`config.mk`:
```
export PLATFORM = sky130hd
export DESIGN_NAME = bus_decoder_with_rom_ram_banking
export DESIGN_NICKNAME = d
export VERILOG_FILES = /design/src/sv/bdrb_pkg.sv /design/src/sv/bus_decoder_with_rom_ram_banking.sv /design/src/sv/bdrb_decode.sv
export SDC_FILE = /design/constraint.sdc
export NUM_CORES = 1
export LEC_CHECK = 0
export ABC_AREA = 1
export ABC_CLOCK_PERIOD_IN_PS = 3000
export BUFFER_PORTS_ARGS = -buffer_cell sky130_fd_sc_hd__clkbuf_2
export CAP_MARGIN = 0
export CORE_MARGIN = 2
export CORE_UTILIZATION = 37
export CTS_BUF_LIST = sky130_fd_sc_hd__clkbuf_8 sky130_fd_sc_hd__clkbuf_16
export CTS_CLUSTER_DIAMETER = 100
export DETAILED_ROUTE_END_ITERATION = 10
export PLACE_DENSITY = 0.62
export SYNTH_ARGS = -nofsm -noshare
export SYNTH_HDL_FRONTEND = slang
export SYNTH_HIERARCHICAL = 1
export SYNTH_SLANG_ARGS = --single-unit
```
`constraint.sdc`:
```
create_clock -name clk -period 3 [get_ports clk]
set_clock_uncertainty 0.2 [all_clocks]
set_input_delay 0.15 -clock clk [delete_from_list [all_inputs] [get_ports clk]]
set_output_delay 0.15 -clock clk [all_outputs]
set_load 0.01 [all_outputs]
```
`src/sv/bdrb_pkg.sv`:
```
`timescale 1ns / 1ps
// Shared types and constants for the bus decoder with bank switching.
// No dependencies; imported by every module of the block.
package bdrb_pkg;

  typedef enum logic [2:0] {
    TGT_INTERNAL = 3'd0,
    TGT_ROM      = 3'd1,
    TGT_RAM      = 3'd2,
    TGT_JOYPAD   = 3'd3,
    TGT_IGNORED  = 3'd4
  } target_t;

  localparam logic [15:0] ADDR_ECHO_LO  = 16'hE000;
  localparam logic [15:0] ADDR_ECHO_HI  = 16'hFDFF;
  localparam logic [15:0] ECHO_OFFSET   = 16'h2000;
  localparam logic [15:0] ADDR_JOYPAD   = 16'hFF00;
  localparam logic [15:0] ADDR_DIVIDER  = 16'hFF04;
  localparam logic [15:0] ADDR_IRQ_FLAG = 16'hFF0F;
  localparam logic [15:0] ADDR_SCANLINE = 16'hFF44;
  localparam logic [15:0] ADDR_DMA      = 16'hFF46;
  localparam logic [15:0] ADDR_BOOT_OFF = 16'hFF50;
  localparam logic [7:0]  IRQ_FORCE     = 8'hE0;

  // Top three address bits of the cartridge and RAM windows
  localparam logic [2:0] WIN_RAM_EN   = 3'b000;
  localparam logic [2:0] WIN_ROM_LOW  = 3'b001;
  localparam logic [2:0] WIN_UPPER    = 3'b010;
  localparam logic [2:0] WIN_MODE     = 3'b011;
  localparam logic [2:0] WIN_EXT_RAM  = 3'b101;

  localparam logic [7:0] CART_MBC1_MAX  = 8'd3;
  localparam logic [7:0] CART_MODE_LO   = 8'd2;

  localparam int PHYS_W = 21;

  typedef struct packed {
    logic        req_type;
    logic [15:0] address;
    logic [7:0]  write_data;
  } item_t;

  typedef struct packed {
    target_t             target;
    logic [PHYS_W-1:0]   phys_addr;
    logic                write_enable;
    logic [7:0]          write_value;
    logic                dma_start;
    logic [7:0]          dma_page;
  } result_t;

  typedef struct packed {
    logic [6:0] rom_bank;
    logic [6:0] rom_read_bank;
    logic [1:0] ram_bank;
    logic       bank_mode;
  } bank_state_t;

endpackage

```
`src/sv/bus_decoder_with_rom_ram_banking.sv`:
```
`timescale 1ns / 1ps
// Bus decoder with bank-switching cartridge registers.
// An accepted access passes through the input register and then the result register.
// Throughput: one access per cycle while m_tready is not holding a result; the only path is
// the decode logic between the input register and the result register.
// Reset (synchronous, active high) empties both registers, clears cart_type,
// and sets the banks to ROM read bank 1, everything else zero.
module bus_decoder_with_rom_ram_banking
  import bdrb_pkg::*;
(
  input  logic        clk,
  input  logic        rst,
  input  logic        cfg_valid,
  output logic        cfg_ready,
  input  logic [7:0]  cfg_data,   // cart_type
  input  logic        s_tvalid,
  output logic        s_tready,
  input  logic [23:0] s_tdata,    // address[15:0], write_data[23:16]
  input  logic        s_tuser,    // req_type
  output logic        m_tvalid,
  input  logic        m_tready,
  output logic [39:0] m_tdata,    // phys_addr[20:0], write_enable[21], write_value[29:22],
                                  // dma_start[30], dma_page[38:31], zero[39]
  output logic [2:0]  m_tuser     // target
);

  logic [7:0]  cart_type;
  logic        in_vld;
  item_t       in_item;
  result_t     out_res;
  result_t     res;
  bank_state_t state;
  bank_state_t state_next;
  logic        adv;
  logic        take;

  // refuse transfers while reset is held
  assign cfg_ready = !rst;
  assign adv       = !m_tvalid || m_tready;
  assign s_tready  = !rst && (!in_vld || adv);
  assign take      = s_tvalid && s_tready;

  bdrb_decode u_decode (
    .item       (in_item),
    .cart_type  (cart_type),
    .state      (state),
    .res        (res),
    .state_next (state_next)
  );

  always_ff @(posedge clk) begin
    if (rst) begin
      cart_type <= 8'd0;
    end else if (cfg_valid) begin
      cart_type <= cfg_data;
    end
  end

  always_ff @(posedge clk) begin
    if (rst) begin
      in_vld <= 1'b0;
    end else if (take) begin
      in_vld <= 1'b1;
    end else if (adv) begin
      in_vld <= 1'b0;
    end
  end

  always_ff @(posedge clk) begin
    if (take) begin
      in_item.req_type   <= s_tuser;
      in_item.address    <= s_tdata[15:0];
      in_item.write_data <= s_tdata[23:16];
    end
  end

  always_ff @(posedge clk) begin
    if (rst) begin
      m_tvalid            <= 1'b0;
      state.rom_bank      <= 7'd0;
      state.rom_read_bank <= 7'd1;
      state.ram_bank      <= 2'd0;
      state.bank_mode     <= 1'b0;
    end else if (adv) begin
      m_tvalid <= in_vld;
      // advance the bank registers only when the access is consumed
      if (in_vld) begin
        state <= state_next;
      end
    end
  end

  always_ff @(posedge clk) begin
    if (adv && in_vld) begin
      out_res <= res;
    end
  end

  assign m_tuser = out_res.target;
  assign m_tdata = {1'b0, out_res.dma_page, out_res.dma_start, out_res.write_value,
                    out_res.write_enable, out_res.phys_addr};

endmodule

```
`src/sv/bdrb_decode.sv`:
```
`timescale 1ns / 1ps
// Address decode and bank register update for one bus access.
// Depends on bdrb_pkg; purely combinational.
module bdrb_decode
  import bdrb_pkg::*;
(
  input  item_t       item,
  input  logic [7:0]  cart_type,
  input  bank_state_t state,
  output result_t     res,
  output bank_state_t state_next
);

  logic [15:0] a;
  logic [7:0]  d;
  logic [2:0]  win;
  logic        banking;
  logic        mode_ok;
  logic        is_echo;
  logic [15:0] echo_addr;
  logic [4:0]  low_bank;

  assign a         = item.address;
  assign d         = item.write_data;
  assign win       = a[15:13];
  assign banking   = (cart_type != 8'd0) && (cart_type <= CART_MBC1_MAX);
  assign mode_ok   = (cart_type == CART_MODE_LO) || (cart_type == CART_MBC1_MAX);
  assign is_echo   = (a >= ADDR_ECHO_LO) && (a <= ADDR_ECHO_HI);
  assign echo_addr = a - ECHO_OFFSET;
  // bank zero on the low register selects bank one
  assign low_bank  = (d[4:0] == 5'd0) ? 5'd1 : d[4:0];

  always_comb begin
    res.target       = TGT_INTERNAL;
    res.phys_addr    = {5'd0, a};
    res.write_enable = 1'b0;
    res.write_value  = 8'd0;
    res.dma_start    = 1'b0;
    res.dma_page     = 8'd0;
    state_next       = state;

    if (!item.req_type) begin
      if (a[15:14] == 2'b00) begin
        res.target = TGT_ROM;
      end else if (a[15:14] == 2'b01) begin
        res.target    = TGT_ROM;
        res.phys_addr = {state.rom_read_bank, a[13:0]};
      end else if (win == WIN_EXT_RAM) begin
        res.target    = TGT_RAM;
        res.phys_addr = {6'd0, state.ram_bank, a[12:0]};
      end else if (is_echo) begin
        res.phys_addr = {5'd0, echo_addr};
      end else if (a == ADDR_JOYPAD) begin
        res.target = TGT_JOYPAD;
      end
    end else if (a[15] == 1'b0) begin
      // cartridge register writes touch no memory
      res.target    = TGT_IGNORED;
      res.phys_addr = '0;
      case (win)
        WIN_ROM_LOW: begin
          if (banking) begin
            state_next.rom_bank      = {state.rom_bank[6:5], low_bank};
            state_next.rom_read_bank = {state.rom_bank[6:5], low_bank};
          end
        end
        WIN_UPPER: begin
          if (banking) begin
            if (state.bank_mode) begin
              state_next.ram_bank = d[1:0];
            end else begin
              state_next.rom_bank      = {d[1:0], state.rom_bank[4:0]};
              state_next.rom_read_bank = {d[1:0], state.rom_bank[4:0]};
            end
          end
        end
        WIN_MODE: begin
          if (mode_ok) begin
            state_next.bank_mode = d[0];
          end
        end
        default: begin
          // RAM enable writes are dropped
        end
      endcase
    end else if (win == WIN_EXT_RAM) begin
      res.target       = TGT_RAM;
      res.phys_addr    = {6'd0, state.ram_bank, a[12:0]};
      res.write_enable = 1'b1;
      res.write_value  = d;
    end else if (is_echo) begin
      res.phys_addr    = {5'd0, echo_addr};
      res.write_enable = 1'b1;
      res.write_value  = d;
    end else if ((a == ADDR_DIVIDER) || (a == ADDR_SCANLINE)) begin
      res.write_enable = 1'b1;
    end else if (a == ADDR_JOYPAD) begin
      res.target       = TGT_JOYPAD;
      res.write_enable = 1'b1;
      res.write_value  = d;
    end else if (a == ADDR_IRQ_FLAG) begin
      res.write_enable = 1'b1;
      res.write_value  = d | IRQ_FORCE;
    end else if (a == ADDR_DMA) begin
      res.write_enable = 1'b1;
      res.write_value  = d;
      res.dma_start    = 1'b1;
      res.dma_page     = d;
    end else if (a == ADDR_BOOT_OFF) begin
      res.target    = TGT_IGNORED;
      res.phys_addr = '0;
    end else begin
      res.write_enable = 1'b1;
      res.write_value  = d;
    end
  end

endmodule

```
# Word-level counts from Yosys, hierarchy flattened
# Cells that the tools add are included.
[word_totals]
input_bits = 38
output_inout_bits = 46
regBits = 94
wordCells = 103
[classes]
bitwise_logic = 6
n_addsub = 1
magnitude_cmp = 3
mux = 35
reduce_logical = 25
n_eq_ne = 16
[op_table]
columns = ["cell", "n"]
rows = [
  ["24-bit two-way mux", 8],
  ["16-bit equality test, second input constant", 6],
  ["9-bit two-way mux", 7],
  ["21-bit two-way mux", 2],
  ["33-bit two-way mux", 1],
  ["16-bit two-way mux", 2],
  ["30-bit two-way mux", 1],
  ["14-bit case mux with 2 select lines", 1],
  ["17-bit two-way mux", 1],
  ["8-bit by 2-bit equality test with 1-bit output, second input constant", 2],
  ["16-bit >= comparator, second input constant", 1],
  ["16-bit less-or-equal comparator, second input constant", 1],
  ["8-bit AND reduction", 2],
  ["16-bit by 14-bit subtractor with 16-bit output, second input constant", 1],
  ["14-bit two-way mux", 1],
  ["7-bit AND reduction", 2],
  ["12-bit two-way mux", 1],
  ["3-bit two-way mux", 3],
  ["8-bit by 2-bit less-or-equal comparator with 1-bit output, second input constant", 1],
  ["8-bit nonzero test", 1],
  ["8-bit OR reduction", 1],
  ["7-bit OR reduction", 1],
  ["3-bit by 2-bit equality test with 1-bit output, second input constant", 2],
  ["2-bit two-way mux", 3],
  ["16 further kinds", 34],
]

# Longest topological paths before layout
# Gate-level depths: netlist of run 1.
[depth]
word_depth = 10
depth_mapped = 15
ltp_nobuf = 15

# Hierarchy
# Netlist of run 1, hierarchy kept.
[by_module_without_submodules]
columns = ["mod", "area_per_inst_um2", "seq_area_each_um2", "cells_per_inst", "n_inst"]
rows = [
  ["bus_decoder_with_rom_ram_banking", 3170.5, 2552.4, 225, 1],
  ["bdrb_decode", 1370.1, 0.0, 315, 1],
]

# Worst setup path before layout of run 1
# Ideal clock, no wire load.
[synth_timing]
path_kind = "reg2reg"
startpoint = "register in_vld"
endpoint = "register in_item[0] (netlist name), enable pin"
n_path_buf = 1
path_slack_ns = 0.739
path_stages_with_launch = 5
required_time_ns = 2.393
t_arrival_ns = 1.654
setup_ns = 0.407
period_less_slack_ns = 2.261
path_cell_list = "dfxtp_1 buf_4 nand3_1 nand2_1 nor2_1"
[synth_between]
elab_chain_len = 4
[synth_lines]
columns = ["item", "line_no", "rtl"]
rows = [
  ["from (decl)", "bus_decoder_with_rom_ram_banking.sv:28", "logic in_vld;"],
  ["from (signal assigned)", "bus_decoder_with_rom_ram_banking.sv:61", "in_vld <= 1'b0;"],
  ["from (signal assigned)", "bus_decoder_with_rom_ram_banking.sv:63", "in_vld <= 1'b1;"],
  ["from (signal assigned)", "bus_decoder_with_rom_ram_banking.sv:65", "in_vld <= 1'b0;"],
  ["1-bit zero test", "bus_decoder_with_rom_ram_banking.sv:40", "assign s_tready = !rst && (!in_vld || adv);"],
  ["1-bit logical OR", "bus_decoder_with_rom_ram_banking.sv:40", ""],
  ["1-bit logical AND", "bus_decoder_with_rom_ram_banking.sv:40", ""],
  ["1-bit logical AND", "bus_decoder_with_rom_ram_banking.sv:41", "assign take = s_tvalid && s_tready;"],
  ["net take", "bus_decoder_with_rom_ram_banking.sv:35", "logic take;"],
  ["to (decl)", "bus_decoder_with_rom_ram_banking.sv:29", "item_t in_item;"],
]
# The timed path passes the listed nets, and every way through them passes these cells.
# A chain may end at the register's enable or synchronous reset.

# Worst setup path in the final report of run 1
[layout_timing]
startpoint = "register in_item[22] (netlist name)"
endpoint = "register, netlist name state[7]"
[layout_between]
elab_chain_len = 3
elab_cells_between_ends = 8
classes_between = "eq/ne: 5; mux: 1; reduce/logical: 2"
[layout_lines]
columns = ["item", "line_no", "rtl"]
rows = [
  ["3-bit by 2-bit equality test with 1-bit output or 3-bit by 1-bit equality test with 1-bit output (tied branches)", "bdrb_decode.sv:60", "case (win)"],
  ["2-bit by 1-bit != test with 1-bit output (no line) (tied with other cells)", "n/a", ""],
  ["8-bit AND reduction (no line)", "n/a", ""],
]
# Several ways; a longest one is shown, not always the timed one. The select of a mux whose other input is x is not followed.

==> qor.txt, run 1 <==
Synthesized area = 4541 um2
Critical Path Fanout Max = 7
Post-route clock period utilization = 0.7735
Clock-pin slew on the worst setup and hold paths = 0.06 ns
RSZ-0062 raised after global routing = no
Longest Clk Path Bufs = 2
Post-layout nets = 708
Detailed-route via count = 3849
DRC Markers = 0
Crit-path max cell delay = 0.49 ns
Area Growth Syn to Fin = 27.14%
Clock Sinks = 94
Post-Syn Area per Cell = 8.409 um2
Achievable frequency = 0.4310 GHz
Port Buffer Count = 82
Root Driver = clkbuf_16
Power Dens Cells = 523.5 nW/um2
Status = finished, final reports clean
Placed Area = 5027 um2
Die area = 13170 um2
First-pass GRT wire length = 17.29 mm
Syn. warnings = 6
Startpoint Class = flip-flop
Share of layout cells above drive strength 1 = 0.1672
Largest family of logic cells by synthesized area = simple AND/OR/NAND/NOR gates
Period minus WS final = 2.320 ns
Post-CTS Setup Bufs = 0
CP dominant cell by count = nand2_1
Final setup vio count = 0
Seq/Total Area, Yosys = 0.5621
Hold WS = 0.1603 ns
N_diodes = 0
Area of the core = 12010 um2
Chip Height = 114.8 um
Drt wl/cell = 12.65 um
Worst hold path class = input pin to flip-flop
Die Span X = 114.8 um
Vias per cell = 4.711
Worst skew pair latency = 0.34 ns
CTS resizes = 0
Lkg Pwr = 2.698 nW
GR Util All Layers = 0.1698
Maximum vdd drop = 0.3112 mV
CP endpoint kind = flip-flop
TritonCTS Buffers = 9
Critical Path AT = 2.36 ns
Endpoints failing hold = 0
Fin Setup TNS = 0 ns
Synth unique cells = 29
DRT iter0 DRCs = 266
Post-Syn Nets = 582
Vias in the first global route = 3603
Global route overflow = 0
Placer congestion estimate = 0.8876
Row cnt = 40
WL final = 10.33 mm
Seq cells post-synth = 94
Design area = 5773 um2
Top Ports = 84
Post-Syn Instances = 540
Compound-Gate Fraction of Synth Area = 0.06806
Max-cap violations = 0
Antenna viol nets, final = 0
Starting Density = 0.3780
Post-detail-place hpwl = 6.871 mm
Worst path required time = 3.04 ns
Simple-Gate Fraction of Synth Area = 0.2543
Final slew viol count = 0
Largest net degree at the start of global routing = 43
Top post-synthesis cells by area = edfxtp_1 44%, dfxtp_1 12%, nand2_1 10%
Post-synthesis xor/xnor area fraction = 0
Hold Path Depth = 4
Post-synthesis adder-cell area fraction = 0.01102
Worst reg2reg path depth = 13
Worst Tran Pin Value = 0.5435 ns
CTS H-tree depth = 3
Slew headroom = 0.6377
Type of the worst setup path = flip-flop to flip-flop
Area leader, netlist = edfxtp_1
Mux contribution to synthesized area = 0
CP max stage cell = edfxtp_1
Share of the synthesized area in the top cell type = 0.4431
CTS tree = yes
Initial antenna violation count = 0
Total iterations of the first detailed-routing run = 5
CP cell instances = inv_1 -> ha_1 -> inv_1 -> nor2_1 -> inv_1 -> nand2_1 -> nand2_1 -> nand2_1 -> nand2_1 -> inv_1 -> nand3_1 -> nand2_1 -> nor2_1
==> area by class of cell <==
| class | instances | area [um2] |
|---|---|---|
| clock buffers | 9 | 225.2 |
| clock inverters | 6 | 80.08 |
| fillers | 1164 | 6238 |
| inverters | 90 | 337.8 |
| multi-input cells | 342 | 1520 |
| flip-flops and latches | 94 | 2552 |
| well taps | 147 | 183.9 |
| repair buffers | 129 | 873.3 |
==> layout by cell type, fill, tap and decap left out, drive strengths merged <==
master       Yosys  routed
ha               4       4
nor3             3       3
a21boi           1       1
or2              1       1
clkinv           1       2
nand2          132     132
buf             13       3
nor2            93      93
nand3           42      42
o21ai           31      31
conb             1       1
bufinv           0       2
o22ai            1       1
a21oi           26      26
edfxtp          67      67
dlygate4sd3      0      44
clkbuf           1      91
dfxtp           27      27
inv             89      91
nand4            6       6
a31oi            1       1
clkinvlp         0       1
==> worst max-delay path, delay by kind of cell, from the launching register on <==
kind | cells | cell delay, ns
buffers and inverters | 4 | 0.42
DFF | 1 | 0.49
adders and majority gates | 1 | 0.19
and+or+nand+nor | 8 | 0.92
==> what timing repair did <==
action | 4_1_cts | 5_1_grt
hold buffers | 44 | 0
endpoints found under the hold margin | 35 | 0
endpoints found under the setup margin | 0 | 0
==> metal layers <==
metal  track usage  part of all wire  wire [um]
met1        0.2115              0.45       4647
met2        0.2813              0.47       4898
met3       0.04850             0.061        628
met4       0.06506             0.015        160
met5             0                 0          0
==> path summary, 6_finish.rpt <==
check                                           start                    end  slack, ns
worst max-delay path            in_item[22]$_DFFE_PP_  state[7]$_SDFFE_PP0P_       0.68
worst min-delay path                         m_tready  m_tvalid$_SDFFE_PP0P_       0.16
worst max register to register  in_item[22]$_DFFE_PP_  state[7]$_SDFFE_PP0P_       0.68
worst min register to register  state[2]$_SDFFE_PP0P_  state[2]$_SDFFE_PP0P_       0.29
==> synthesized netlist by cell type (all sizes together) <==
cell type / instances
clkinv: 1
conb: 1
edfxtp: 67
nor3: 3
nand4: 6
buf: 13
nand3: 42
a21oi: 26
nand2: 132
dfxtp: 27
a21boi: 1
o21ai: 31
inv: 89
clkbuf: 1
a31oi: 1
or2: 1
nor2: 93
o22ai: 1
ha: 4
==> stage by stage <==
step | setup WS (ns) | utilization | instances | power (mW)
after global routing | 0.3533 | 0.4806 | 817 | 3.171
after global placement | 0.8404 | 0.4185 | 758 | 1.814
after floorplan | 0.7387 | - | 540 | 1.729
after detailed placement | 0.7019 | 0.4185 | 758 | 1.824
after CTS | 0.6994 | 0.4806 | 817 | 3.058
final | 0.6796 | 0.4806 | 817 | 3.022
==> flip-flops by register name (all words and copies together) (netlist names) <==
signal	flops
in_vld	1
in_item	25
m_tdata	39
cart_type	8
m_tuser	3
state	17
m_tvalid	1
==> power breakdown <==
group          leakage (nW)  switching (mW)  internal, mW
registers             0.847          0.0437          1.46
logic                  1.70           0.196         0.143
clock network         0.154           0.459         0.717
total                  2.70           0.699          2.32
==> cell families (layout without fill, tap and decap cells) <==
group,after synthesis,in the layout
simple gates,277,277
buf+inv,104,234
flops,94,94
compound gates,60,60
fa+ha+maj,4,4
other cells,1,1
No activity file was read; power rests on OpenSTA's default activity.
==> run 2: changes to the inputs <==
--- a/config.mk
+++ b/config.mk
@@ -6,7 +6,7 @@
 export NUM_CORES = 1
 export LEC_CHECK = 0
 export ABC_AREA = 1
-export ABC_CLOCK_PERIOD_IN_PS = 3000
+export ABC_CLOCK_PERIOD_IN_PS = 2200
 export BUFFER_PORTS_ARGS = -buffer_cell sky130_fd_sc_hd__clkbuf_2
 export CAP_MARGIN = 0
 export CORE_MARGIN = 2
==> constraint.sdc (replaced) <==
create_clock -name clk -period 2.2 [get_ports clk]
set_clock_uncertainty 0.2 [all_clocks]
set_input_delay 0.11 -clock clk [delete_from_list [all_inputs] [get_ports clk]]
set_output_delay 0.11 -clock clk [all_outputs]
set_load 0.01 [all_outputs]
==> run 2 against run 1 <==
Combinational power is 45% higher. Register-to-register slack got worse by 0.54 ns. First-iteration DRC count grew 44%. Routed wire length rose by 1.2%. Critical path depth down 2. Count of clock-buffer cells in the layout grew 2. Largest power group unchanged. Highest routed layer unchanged.
==> qor.txt, run 2 (synthesis gave the netlist of run 1 again) <==
Post-layout nets = 719 (+1.6%)
Maximum vdd drop = 0.6022 mV (+93%)
Share of layout cells above drive strength 1 = 0.1833 (+0.01612)
Final slew viol count = 0 (unchanged)
Metal3 WL = 502 um (-20%)
Chip Height = 114.8 um (unchanged)
Critical Path End = state[1]$_SDFFE_PP0P_
CP max stage cell = edfxtp_1
Max reg flops = 39 (unchanged)
Total iterations of the first detailed-routing run = 10 (+5)
Initial antenna violation count = 0 (unchanged)
Worst path required time = 2.23 ns (-0.81 ns)
Max-cap violations = 0 (unchanged)
Antenna viol nets, final = 0 (unchanged)
Detailed-route via count = 3898 (+1.3%)
Worst skew pair latency = 0.34 ns (about the same)
Largest net degree at the start of global routing = 43 (unchanged)
Design area = 5878 um2 (+1.8%)
Critical Path Fanout Max = 10 (+3)
Routed met2 length = 4.959 mm (+1.2%)
CTS tree = yes
Type of the worst setup path = flip-flop to flip-flop
TritonCTS Buffers = 9 (unchanged)
Placed Area = 5112 um2 (+1.7%)
Drt wl/cell = 12.61 um (-0.30%)
Port Buffer Count = 82 (unchanged)
Hold path start = m_tready
Fill cells = 1139 (-2.1%)
First-pass GRT wire length = 17.09 mm (-1.2%)
Family with the most delay on the worst path = simple AND/OR/NAND/NOR gates
Power Dens Cells = 696.8 nW/um2 (+33%)
DRC Markers = 0 (unchanged)
Final Util = 0.4894 (+0.008750)
Fin Setup TNS = 0 ns (unchanged)
Hold WS = 0.01502 ns (-0.1453 ns)
Endpoints failing hold = 0 (unchanged)
DRT iter0 DRCs = 384 (+44%)
Worst hold path class = input pin to flip-flop
Crit-path max cell delay = 0.47 ns (-0.02 ns)
CTS H-tree depth = 3 (unchanged)
WL final = 10.45 mm (+1.2%)
Worst reg2reg path depth = 11 (-2)
Top Layer Used = met4
Area Growth Syn to Fin = 29.46%
Post-detail-place hpwl = 6.930 mm (+0.85%)
RSZ-0062 raised after global routing = yes
Pwr Total = 4.096 mW (+36%)
Achievable frequency = 0.4846 GHz (+12%)
Lkg Pwr = 2.767 nW (+2.6%)
Post-route clock period utilization = 0.9380 (+0.1645)
Bufs and invs on worst path = 4 (unchanged)
Starting Density = 0.3780 (unchanged)
Worst r2r src = in_item[21]$_DFFE_PP_
Row cnt = 40 (unchanged)
GR Util All Layers = 0.1660 (-0.003780)
Startpoint Class = flip-flop
Longest Clk Path Bufs = 2 (unchanged)
Period minus WS final = 2.064 ns (-0.2569 ns)
Final setup vio count = 0 (unchanged)
Placer congestion estimate = 0.8431 (-5.0%)
Root Driver = clkbuf_16
Die Span X = 114.8 um (unchanged)
FF-to-FF End = state[1]$_SDFFE_PP0P_
N_diodes = 0 (unchanged)
CP cell instances = inv_1 -> ha_1 -> nand2_1 -> clkinv_2 -> nand4_2 -> o21ai_1 -> inv_1 -> inv_1 -> nand3_1 -> nand2_1 -> nor2_1
Reg area = 2552 um2 (unchanged)
Most common cell after layout, fill and taps aside = nand2_1
Area of the core = 12010 um2 (unchanged)
M1 WL = 4.841 mm (+4.2%)
Number of cells on the critical path = 11 (-2)
Critical Path AT = 2.10 ns (-0.26 ns)
Clock Sinks = 94 (unchanged)
CP dominant cell by count = inv_1
Die area = 13170 um2 (unchanged)
Clock-pin slew on the worst setup and hold paths = 0.06 ns (about the same)
Global route overflow = 0 (unchanged)
Most frequent cells in the layout = 127 x nand2_1, 91 x nor2_1, 87 x inv_1, 82 x clkbuf_2, 67 x edfxtp_1
Worst reg2reg setup slack = 0.14 ns (-0.54 ns)
Vias in the first global route = 3676 (+2.0%)
Multi-input gate area = 1520 um2 (unchanged)
Top Ports = 84 (unchanged)
Status = finished, final reports clean
CP endpoint kind = flip-flop
Worst Setup SP = in_item[21]$_DFFE_PP_
Vias per cell = 4.702 (-0.19%)
## run 2: changes by cell type in the layout (fill, tap and decap cells not counted), moves of 2 or more
| cell | before | now |
|---|---|---|
| clkbuf_8 | 0 | 2 |
| o21ai_1 | 1 | 3 |
| buf_4 | 3 | 12 |
| buf_12 | 0 | 2 |
| o21ai_0 | 29 | 27 |
## run 2: per-stage QoR
stage | cells | worst slack [ns]
2_1_floorplan | 540 | 0.2047
3_3_place_gp | 766 | 0.07140
3_5_place_dp | 766 | 0.01354
4_1_cts | 826 | 0.08825
5_1_grt | 829 | -0.02859
6_report | 829 | 0.1365
## run 2: repair_timing
| item | 4_1_cts | 5_1_grt |
|---|---|---|
| hold endpoints to repair | 35 | 0 |
| hold buffers | 44 | 0 |
| resized for setup | 1 | 2 |
| setup buffers | 0 | 3 |
| setup endpoints to repair | 1 | 13 |
## run 2: area by class of cell
class | instances | area share
multi-input cells | 342 | 0.2586
inverters | 90 | 0.05768
repair buffers | 140 | 0.1669
clock buffers | 11 | 0.04300
flip-flops and latches | 94 | 0.4342
well taps | 147 | 0.03129
clock inverters | 5 | 0.008301
## run 2: how the worst min path moves through the flow
stage,endpoint,slack [ns],cells past startpoint
2_1_floorplan,in_vld$_SDFFE_PP0P_,-0.02,1
3_3_place_gp,in_item[13]$_DFFE_PP_,0.09,1
3_5_place_dp,in_item[9]$_DFFE_PP_,0.09,1
4_1_cts,m_tvalid$_SDFFE_PP0P_,0.0003,5
5_1_grt,m_tvalid$_SDFFE_PP0P_,0.04,5
6_report,m_tvalid$_SDFFE_PP0P_,0.02,5
## run 2: worst register-to-register path: cells and delay by family (launching register included)
family / cells / cell delay, ns
buffers and inverters: 4 / 0.41
AOI/OAI and AO/OA: 1 / 0.22
DFF: 1 / 0.47
adders and majority gates: 1 / 0.20
and+or+nand+nor: 5 / 0.48
## run 2: layer usage
| layer | vias to the layer above | global-route usage |
|---|---|---|
| met5 | - | 0 |
| met4 | 0 | 0.06586 |
| met2 | 101 | 0.2821 |
| li1 | 1987 | - |
| met3 | 13 | 0.03743 |
| met1 | 1797 | 0.2062 |
## run 2: where the power goes
part	internal [mW]	leakage, nW	switching (mW)	total [mW]
Clock	0.933	0.158	0.625	1.56
Sequential	1.99	0.847	0.0529	2.05
Combinational	0.212	1.76	0.279	0.491
